--- src/rtl/core/itoa_pkg.sv ---
// Shared types, constants and digit encoding for the radix integer-to-ASCII block.
package itoa_pkg;

    localparam int DATA_WIDTH_DEF = 64;
    localparam int NUM_W          = 64;
    localparam int BASE_W         = 5;
    localparam int CHAR_W         = 8;
    localparam int DIGIT_W        = 4;
    localparam int Q_DEPTH        = 2;

    localparam logic [BASE_W-1:0] BASE_MIN = BASE_W'(2);
    localparam logic [BASE_W-1:0] BASE_MAX = BASE_W'(16);

    localparam logic [CHAR_W-1:0] ASCII_ZERO    = 8'h30;
    localparam logic [CHAR_W-1:0] ASCII_NINE    = 8'h39;
    localparam logic [CHAR_W-1:0] ASCII_UPPER_A = 8'h41;
    localparam logic [CHAR_W-1:0] ASCII_UPPER_F = 8'h46;
    localparam logic [CHAR_W-1:0] ASCII_LOWER_A = 8'h61;
    localparam logic [CHAR_W-1:0] ASCII_LOWER_F = 8'h66;

    // Input item as seen on the port
    typedef struct packed {
        logic signed [NUM_W-1:0] number;
        logic [BASE_W-1:0]       base;
        logic                    unsigned_mode;
        logic                    lowercase;
    } t_in_item;

    // Result item, one per character
    typedef struct packed {
        logic [CHAR_W-1:0] character;
        logic              negative;
        logic              last;
    } t_out_item;

    // Classified job handed from front to back
    typedef struct packed {
        logic [NUM_W-1:0]  mag;
        logic [BASE_W-1:0] radix;
        logic              negative;
        logic              lowercase;
    } t_job;

    // Digit value to ASCII, "0123456789abcdef" or "0123456789ABCDEF"
    function automatic logic [CHAR_W-1:0] digit_char(input logic [DIGIT_W-1:0] d,
                                                     input logic lower);
        logic [CHAR_W-1:0] code;
        if (d < DIGIT_W'(10)) begin
            code = ASCII_ZERO + CHAR_W'(d);
        end else if (lower) begin
            code = ASCII_LOWER_A + CHAR_W'(d - DIGIT_W'(10));
        end else begin
            code = ASCII_UPPER_A + CHAR_W'(d - DIGIT_W'(10));
        end
        return code;
    endfunction

endpackage

--- src/rtl/core/itoa_front.sv ---
// Front end: input handshake, base clamping, sign and magnitude extraction.
module itoa_front #(
    parameter int DATA_WIDTH = itoa_pkg::DATA_WIDTH_DEF
) (
    input  logic              i_valid,
    output logic              o_stall,
    input  itoa_pkg::t_in_item i_item,
    input  logic              i_full,
    output logic              o_push,
    output itoa_pkg::t_job    o_job
);
    import itoa_pkg::*;

    logic [DATA_WIDTH-1:0] w_value;
    logic [DATA_WIDTH-1:0] w_mag;
    logic                  w_neg;
    logic [BASE_W-1:0]     w_radix;

    // Accept whenever the queue has room
    assign o_stall = i_full;
    assign o_push  = i_valid && !i_full;

    // Sign handling on the low DATA_WIDTH bits only
    assign w_value = i_item.number[DATA_WIDTH-1:0];
    assign w_neg   = !i_item.unsigned_mode && w_value[DATA_WIDTH-1];
    assign w_mag   = w_neg ? (~w_value + DATA_WIDTH'(1)) : w_value;

    // Clamp radix into 2..16
    always_comb begin
        if (i_item.base < BASE_MIN) begin
            w_radix = BASE_MIN;
        end else if (i_item.base > BASE_MAX) begin
            w_radix = BASE_MAX;
        end else begin
            w_radix = i_item.base;
        end
    end

    assign o_job.mag       = NUM_W'(w_mag);
    assign o_job.radix     = w_radix;
    assign o_job.negative  = w_neg;
    assign o_job.lowercase = i_item.lowercase;

endmodule

--- src/rtl/core/itoa_fifo.sv ---
// Short job queue between front and back.
module itoa_fifo (
    input  logic                              i_clk,
    input  logic                              i_rst_n,
    input  logic                              i_push,
    input  itoa_pkg::t_job                    i_job,
    output logic                              o_full,
    input  logic                              i_pop,
    output itoa_pkg::t_job                    o_job,
    output logic                              o_empty,
    output logic [$clog2(itoa_pkg::Q_DEPTH+1)-1:0] o_level
);
    import itoa_pkg::*;

    localparam int PW = (Q_DEPTH > 1) ? $clog2(Q_DEPTH) : 1;
    localparam int LW = $clog2(Q_DEPTH + 1);

    t_job          r_mem [Q_DEPTH];
    logic [PW-1:0] r_wr_ptr;
    logic [PW-1:0] r_rd_ptr;
    logic [LW-1:0] r_level;
    logic          w_push;
    logic          w_pop;

    assign o_full  = (r_level == LW'(Q_DEPTH));
    assign o_empty = (r_level == '0);
    assign o_level = r_level;
    assign o_job   = r_mem[r_rd_ptr];
    assign w_push  = i_push && !o_full;
    assign w_pop   = i_pop && !o_empty;

    // Entry storage
    always_ff @(posedge i_clk) begin
        if (w_push) begin
            r_mem[r_wr_ptr] <= i_job;
        end
    end

    // Pointers and fill level
    always_ff @(posedge i_clk) begin
        if (!i_rst_n) begin
            r_wr_ptr <= '0;
            r_rd_ptr <= '0;
            r_level  <= '0;
        end else begin
            if (w_push) begin
                r_wr_ptr <= (r_wr_ptr == PW'(Q_DEPTH - 1)) ? '0 : PW'(r_wr_ptr + 1'b1);
            end
            if (w_pop) begin
                r_rd_ptr <= (r_rd_ptr == PW'(Q_DEPTH - 1)) ? '0 : PW'(r_rd_ptr + 1'b1);
            end
            if (w_push && !w_pop) begin
                r_level <= LW'(r_level + 1'b1);
            end else if (w_pop && !w_push) begin
                r_level <= LW'(r_level - 1'b1);
            end
        end
    end

endmodule

--- src/rtl/core/itoa_back.sv ---
// Back end: serial radix division into a digit buffer, then MSB-first emission.
module itoa_back #(
    parameter int DATA_WIDTH = itoa_pkg::DATA_WIDTH_DEF
) (
    input  logic                i_clk,
    input  logic                i_rst_n,
    input  itoa_pkg::t_job      i_job,
    input  logic                i_avail,
    output logic                o_pop,
    output logic                o_valid,
    input  logic                i_stall,
    output itoa_pkg::t_out_item o_item
);
    import itoa_pkg::*;

    localparam int CHUNKS = (DATA_WIDTH + 7) / 8;
    localparam int VW     = CHUNKS * 8;
    localparam int CW     = (CHUNKS > 1) ? $clog2(CHUNKS) : 1;
    localparam int AW     = $clog2(DATA_WIDTH);
    localparam int NW     = $clog2(DATA_WIDTH + 1);

    typedef enum logic [1:0] {
        S_IDLE,
        S_DIV,
        S_EMIT
    } t_state;

    t_state            r_state;
    logic [VW-1:0]     r_val;
    logic [DIGIT_W-1:0] r_rem;
    logic [BASE_W-1:0] r_radix;
    logic              r_neg;
    logic              r_lower;
    logic [CW-1:0]     r_chunk;
    logic [NW-1:0]     r_cnt;
    logic [NW-1:0]     r_left;
    logic              r_rd_vld;
    logic              r_rd_last;
    logic [CHAR_W-1:0] r_rd_data;
    logic              r_out_vld;
    t_out_item         r_out;
    logic [CHAR_W-1:0] r_mem [DATA_WIDTH];

    logic [7:0]         w_top;
    logic [7:0]         w_qbyte;
    logic [DIGIT_W-1:0] w_rem;
    logic [VW-1:0]      n_val;
    logic               w_last_chunk;
    logic               w_mem_we;
    logic               w_out_free;
    logic               w_out_load;
    logic               w_rd_issue;
    logic [AW-1:0]      w_rd_addr;

    // One byte of restoring division per cycle, remainder stays below radix
    always_comb begin
        logic [DIGIT_W-1:0] rem;
        logic [BASE_W-1:0]  trial;
        rem     = r_rem;
        w_qbyte = '0;
        w_top   = r_val[VW-1 -: 8];
        for (int i = 7; i >= 0; i--) begin
            trial = {rem, w_top[i]};
            if (trial >= r_radix) begin
                w_qbyte[i] = 1'b1;
                rem        = DIGIT_W'(trial - r_radix);
            end else begin
                rem        = trial[DIGIT_W-1:0];
            end
        end
        w_rem = rem;
    end

    // Quotient bytes shift in as dividend bytes shift out
    assign n_val        = (r_val << 8) | VW'(w_qbyte);
    assign w_last_chunk = (r_chunk == CW'(CHUNKS - 1));
    assign w_mem_we     = (r_state == S_DIV) && w_last_chunk;

    // Emission: registered memory read feeding the output register
    assign w_out_free = !r_out_vld || !i_stall;
    assign w_out_load = r_rd_vld && w_out_free;
    assign w_rd_issue = (r_state == S_EMIT) && (r_left != '0) && (!r_rd_vld || w_out_free);
    assign w_rd_addr  = AW'(r_left - 1'b1);

    assign o_pop   = (r_state == S_IDLE) && i_avail;
    assign o_valid = r_out_vld;
    assign o_item  = r_out;

    // Digit buffer, least significant digit at address zero
    always_ff @(posedge i_clk) begin
        if (w_mem_we) begin
            r_mem[r_cnt[AW-1:0]] <= digit_char(w_rem, r_lower);
        end
        if (w_rd_issue) begin
            r_rd_data <= r_mem[w_rd_addr];
        end
    end

    // Sequencer, division datapath and output register
    always_ff @(posedge i_clk) begin
        if (!i_rst_n) begin
            r_state   <= S_IDLE;
            r_chunk   <= '0;
            r_cnt     <= '0;
            r_left    <= '0;
            r_rd_vld  <= 1'b0;
            r_out_vld <= 1'b0;
        end else begin
            case (r_state)
                S_IDLE: begin
                    if (i_avail) begin
                        r_val   <= VW'(i_job.mag[DATA_WIDTH-1:0]);
                        r_radix <= i_job.radix;
                        r_neg   <= i_job.negative;
                        r_lower <= i_job.lowercase;
                        r_rem   <= '0;
                        r_chunk <= '0;
                        r_cnt   <= '0;
                        r_state <= S_DIV;
                    end
                end
                S_DIV: begin
                    r_val <= n_val;
                    if (w_last_chunk) begin
                        r_rem   <= '0;
                        r_chunk <= '0;
                        r_cnt   <= NW'(r_cnt + 1'b1);
                        if (n_val == '0) begin
                            r_left  <= NW'(r_cnt + 1'b1);
                            r_state <= S_EMIT;
                        end
                    end else begin
                        r_rem   <= w_rem;
                        r_chunk <= CW'(r_chunk + 1'b1);
                    end
                end
                S_EMIT: begin
                    if (w_rd_issue) begin
                        r_left    <= NW'(r_left - 1'b1);
                        r_rd_last <= (r_left == NW'(1));
                    end
                    if ((r_left == '0) && !r_rd_vld) begin
                        r_state <= S_IDLE;
                    end
                end
                default: begin
                    r_state <= S_IDLE;
                end
            endcase

            // Read data stage
            if (w_rd_issue) begin
                r_rd_vld <= 1'b1;
            end else if (w_out_load) begin
                r_rd_vld <= 1'b0;
            end

            // Output register
            if (w_out_load) begin
                r_out_vld       <= 1'b1;
                r_out.character <= r_rd_data;
                r_out.negative  <= r_neg;
                r_out.last      <= r_rd_last;
            end else if (!i_stall) begin
                r_out_vld <= 1'b0;
            end
        end
    end

endmodule

--- src/rtl/core/radix_integer_to_ascii_top.sv ---
// Top level of the radix integer-to-ASCII converter.
//
// Input channel (i_in_valid / o_in_stall / i_in_item): one item holds a value,
// a radix (clamped into 2..16) and the unsigned and lowercase flags. Items go
// into a two-entry job queue, so up to two items are taken while a conversion
// is still running.
// Output channel (o_out_valid / i_out_stall / o_out_item): one item per digit,
// most significant first, with the sign flag on every digit and last on the
// final one.
// Timing: the divider handles one byte of the value per cycle and forms one
// digit per pass over all ceil(DATA_WIDTH/8) bytes of the value.
// Characters leave at one per cycle while the receiver does not stall; a
// stall holds the output item and pauses the digit buffer reads.
// Reset (synchronous, active low) empties the queue and drops any conversion
// in progress; no output item is valid after reset.
module radix_integer_to_ascii_top #(
    parameter int DATA_WIDTH = itoa_pkg::DATA_WIDTH_DEF
) (
    input  logic                i_clk,
    input  logic                i_rst_n,
    input  logic                i_in_valid,
    output logic                o_in_stall,
    input  itoa_pkg::t_in_item  i_in_item,
    output logic                o_out_valid,
    input  logic                i_out_stall,
    output itoa_pkg::t_out_item o_out_item
);
    import itoa_pkg::*;

    localparam int LVL_W = $clog2(Q_DEPTH + 1);

    logic             w_push;
    logic             w_full;
    logic             w_empty;
    logic             w_pop;
    t_job             w_front_job;
    t_job             w_back_job;
    logic [LVL_W-1:0] w_level;

    itoa_front #(
        .DATA_WIDTH (DATA_WIDTH)
    ) u_front (
        .i_valid (i_in_valid),
        .o_stall (o_in_stall),
        .i_item  (i_in_item),
        .i_full  (w_full),
        .o_push  (w_push),
        .o_job   (w_front_job)
    );

    itoa_fifo u_fifo (
        .i_clk   (i_clk),
        .i_rst_n (i_rst_n),
        .i_push  (w_push),
        .i_job   (w_front_job),
        .o_full  (w_full),
        .i_pop   (w_pop),
        .o_job   (w_back_job),
        .o_empty (w_empty),
        .o_level (w_level)
    );

    itoa_back #(
        .DATA_WIDTH (DATA_WIDTH)
    ) u_back (
        .i_clk   (i_clk),
        .i_rst_n (i_rst_n),
        .i_job   (w_back_job),
        .i_avail (!w_empty),
        .o_pop   (w_pop),
        .o_valid (o_out_valid),
        .i_stall (i_out_stall),
        .o_item  (o_out_item)
    );

    // Every emitted character is a digit of radix 16 or below
    a_digit_code: assert property (@(posedge i_clk) disable iff (!i_rst_n)
        o_out_valid |->
            ((o_out_item.character >= ASCII_ZERO && o_out_item.character <= ASCII_NINE) ||
             (o_out_item.character >= ASCII_UPPER_A &&
              o_out_item.character <= ASCII_UPPER_F) ||
             (o_out_item.character >= ASCII_LOWER_A &&
              o_out_item.character <= ASCII_LOWER_F)))
        else $error("output character is not a digit code");

    // Queue level never passes its depth, and a full queue stalls the input
    a_queue_level: assert property (@(posedge i_clk) disable iff (!i_rst_n)
        (w_level <= LVL_W'(Q_DEPTH)) && (w_full == o_in_stall))
        else $error("job queue level out of range");

    // The sign flag does not change inside one conversion
    a_sign_steady: assert property (@(posedge i_clk) disable iff (!i_rst_n)
        (o_out_valid && !i_out_stall && !o_out_item.last) |=>
            (!o_out_valid || (o_out_item.negative == $past(o_out_item.negative))))
        else $error("negative flag changed within a conversion");

endmodule

--- config.mk ---
export PLATFORM = sky130hd
export DESIGN_NAME = radix_integer_to_ascii_top
export DESIGN_NICKNAME = d
export VERILOG_FILES = /design/src/rtl/core/itoa_pkg.sv /design/src/rtl/core/itoa_front.sv /design/src/rtl/core/itoa_fifo.sv /design/src/rtl/core/itoa_back.sv /design/src/rtl/core/radix_integer_to_ascii_top.sv
export SDC_FILE = /design/constraint.sdc
export NUM_CORES = 1
export LEC_CHECK = 0
export BUFFER_PORTS_ARGS = -buffer_cell sky130_fd_sc_hd__buf_2
export CORE_ASPECT_RATIO = 0.5
export CORE_UTILIZATION = 45
export DETAILED_ROUTE_END_ITERATION = 10
export GPL_TIMING_DRIVEN = 0
export MAX_ROUTING_LAYER = met4
export SYNTH_ARGS = -nofsm -noshare
export SYNTH_HDL_FRONTEND = slang
export SYNTH_HIERARCHICAL = 1
export SYNTH_SLANG_ARGS = --single-unit
--- constraint.sdc ---
create_clock -name i_clk -period 14.1 [get_ports i_clk]
set_input_delay 2.82 -clock i_clk [delete_from_list [all_inputs] [get_ports i_clk]]
set_output_delay 2.82 -clock i_clk [all_outputs]
set_load 0.005 [all_outputs]
==> impl_results.md <==
* Ys Warns at 6
* Gr ovfl total at 0
* Die footprint at 75640 um2
* Initial Util at a little under half
* Finished Core Util at 51.81%
* Hold path start: u_back/r_rd_data[4]
* Final hold violations at 0
* Fill cells at 6022
* DR pass1 iterations at 5
* Cell mode on critical path: ha_1
* Yosys top cell by area: edfxtp_1
* Antenna viol nets, final at 0
* R2r startpoint: u_back/r_radix[0]
* Main synth FF type: edfxtp_1
* Worst-Skew Late Latency at 0.63 ns
* CTS tree: built
* Crit. Startpoint: u_back/r_radix[0]
* Cts hold-fix bufs at 0
* Synth Cell Area at between 30000 and 40000 um2
* Slew Limit Fails at 0
* WL final at 79500 um
* Root Driver: clkbuf_16
* Maxcap violations at 0
* Cell count after synthesis at around 2000
* Largest net degree at the start of global routing at slightly above 60
* Vias in the first global route at ~18000
* DR vias at 18495
* Post-DP HPWL at 52970 um
* Setup ws final at 0.8914 ns
* GRT Overall Usage at 21.67%
* Top post-synthesis cells by count: edfxtp_1, nand2_1, mux4_2
* Required @ worst endpoint at between 10 and 15 ns
* CP max-delay cell: nor2_2
* First-pass GRT wire length at ~120000 um
* Flops & latches, synth at about 770
* Area grow syn2layout at 13.45%
* RSZ-0062 raised after global routing: no
* Ports at 87
* Final worst path period need at about 13 ns
* Dominant cells by area after synthesis: edfxtp_1, mux4_2, mux2_2, nand2_1, ha_1
* Final setup TNS at 0 ns
* Share of layout cells above drive strength 1 at 23.61%
* Worst EP arrival at 13.54 ns
* TritonCTS buffer count at 73
* Sequential fraction of the synthesis area at 68.57%
* Slew Limit Headroom at ~3.1%
* Clk_skew at around 0.027 ns
* Die X at 388.0 um
* Syn nets at between 2000 and 2500
* Via density at 5.717
* # DRC at 0
* Fin crit share at 93.68%
* Max H-tree Level at 3
* Row cnt at 70
* Synth unique cells at 65
* Dominant cell by count in the synthesized netlist: edfxtp_1
* Yosys top cell area share at between 60% and 70%
* 1st-iter DRT viols at 1674
* Core ar. at 73400 um2
* Post-synth EDFFs at 748
* # clock sinks at 774
* CTS Buffer Depth at 3
* Final setup violation count at 0
* CP Capture Type: register
* Status: finished, final reports clean
* GP Congestion at 0.8056
* Min-Delay Path Class: reg2reg
* Initial antenna violation count at 2
* Clk slew on worst S/H paths at 0.06 ns
* Worst slack, placed at -1.136 ns
* Largest stage delay, worst path at about 0.64 ns
* Average cell area after synthesis at 16.58 um2
* Slew @ Worst Pin at 1.443 ns
* IO Port Bufs at 85
* Fin nets at 2340
* FMAX at 75.71 MHz
* Die Height at approximately 190 um
* WL/cell at about 25 um
* Class of the most critical setup path: reg2reg
* Synth async-reset ratio at 0%
* Worst Setup Start Kind: register
* CP Max Fanout at 14
-- sequential cells by signal, indices dropped and copies added (netlist names), 3 cells and up, named ones only --
| name | cells |
|---|---|
| u_back/r_mem | 512 |
| u_fifo/r_mem | 142 |
| u_back/r_val | 64 |
| u_back/o_item | 10 |
| u_back/r_rd_data | 8 |
| u_back/r_cnt | 7 |
| u_back/r_left | 7 |
| u_back/r_radix | 5 |
| u_back/r_rem | 4 |
| u_back/r_chunk | 3 |
-- final cells by class --
| cell class | count | area [um2] | area share, % |
|---|---|---|---|
| Sequential cell | 774 | 22980 | 60.44 |
| Multi-Input combinational cell | 1113 | 10140 | 26.66 |
| Clock buffer | 95 | 1972 | 5.186 |
| Tap cell | 972 | 1216 | 3.198 |
| Timing Repair Buffer | 103 | 768.2 | 2.020 |
| Buffer | 89 | 416.7 | 1.096 |
| Clock inverter | 38 | 344.1 | 0.9048 |
| Inverter | 50 | 187.7 | 0.4936 |
| Antenna cell | 1 | 2.502 | 0.006581 |
-- kinds of logic after synthesis --
kind of cell | after synthesis | synth area share, %
AO/OA/AOI/OAI | 171 | 3.140
XOR/XNOR | 93 | 2.430
adder cells (fa/ha/maj) | 61 | 2.456
buffers and inverters | 139 | 1.792
flip-flops | 774 | 68.57
multiplexers | 263 | 14.44
AND/OR/NAND/NOR | 520 | 7.171
-- worst paths after layout --
check	to	slack, ns	cells past startpoint
setup reg to reg	u_back/r_mem[63][7]	0.89	51
setup / recovery	u_back/r_mem[63][7]	0.89	51
hold reg to reg	u_back/o_item[6]	0.42	0
hold / removal	u_back/o_item[6]	0.42	0
-- critical path, delay by kind of cell (launching register included) --
family / cells / cell delay (ns)
muxes: 4 / 1.53
buffers and inverters: 8 / 1.05
and+or+nand+nor: 4 / 1.26
AOI/OAI and AO/OA: 26 / 5.95
adders and majority gates: 9 / 2.55
DFF: 1 / 0.59
-- placed cells by master, fill, tap and decap left out, types with 7 or more instances in the layout --
master	n
mux2i_1	8
nor4_1	28
buf_12	10
nand4_1	12
buf_2	103
o21ai_2	7
a21oi_1	61
clkbuf_16	75
o21ai_0	20
clkinv_1	13
inv_1	49
mux4_2	168
and2_1	9
nor2b_1	12
dfxtp_1	26
nand2_1	234
fa_1	8
nor3_1	27
mux2_2	85
clkbuf_1	61
a211o_1	9
clkinv_2	11
or3_1	8
xor2_1	49
xnor2_1	42
buf_1	13
nor2_1	122
ha_1	53
a31oi_1	20
nand2b_1	14
a21o_1	14
nand3_1	15
edfxtp_1	748
buf_4	15
-- metal layers --
metal	track usage [%]	routed length (um)
met1	30.00	34960
met2	33.98	38060
met3	3.548	4982
met4	4.846	1496
met5	-	0
-- stage by stage --
step,hold slack [ns],cells,cell area (um2)
floorplan,0.4003,2021,33520
global placement,0.4012,3078,35160
detailed placement,0.4063,3094,35580
CTS,0.4204,3232,37990
global route,0.4276,3235,38030
finish,0.4203,3235,38030
-- timing repair --
action	CTS	global route
gates cloned	4	1
pin swaps	4	1
gates resized for setup	10	7
endpoints found under the hold margin	0	0
setup endpoints to repair	512	512
setup buffers	1	1
Power is left out: the tool's default activity adds up to more than one toggle a clock period on the data nets, which glitch-free logic cannot reach.
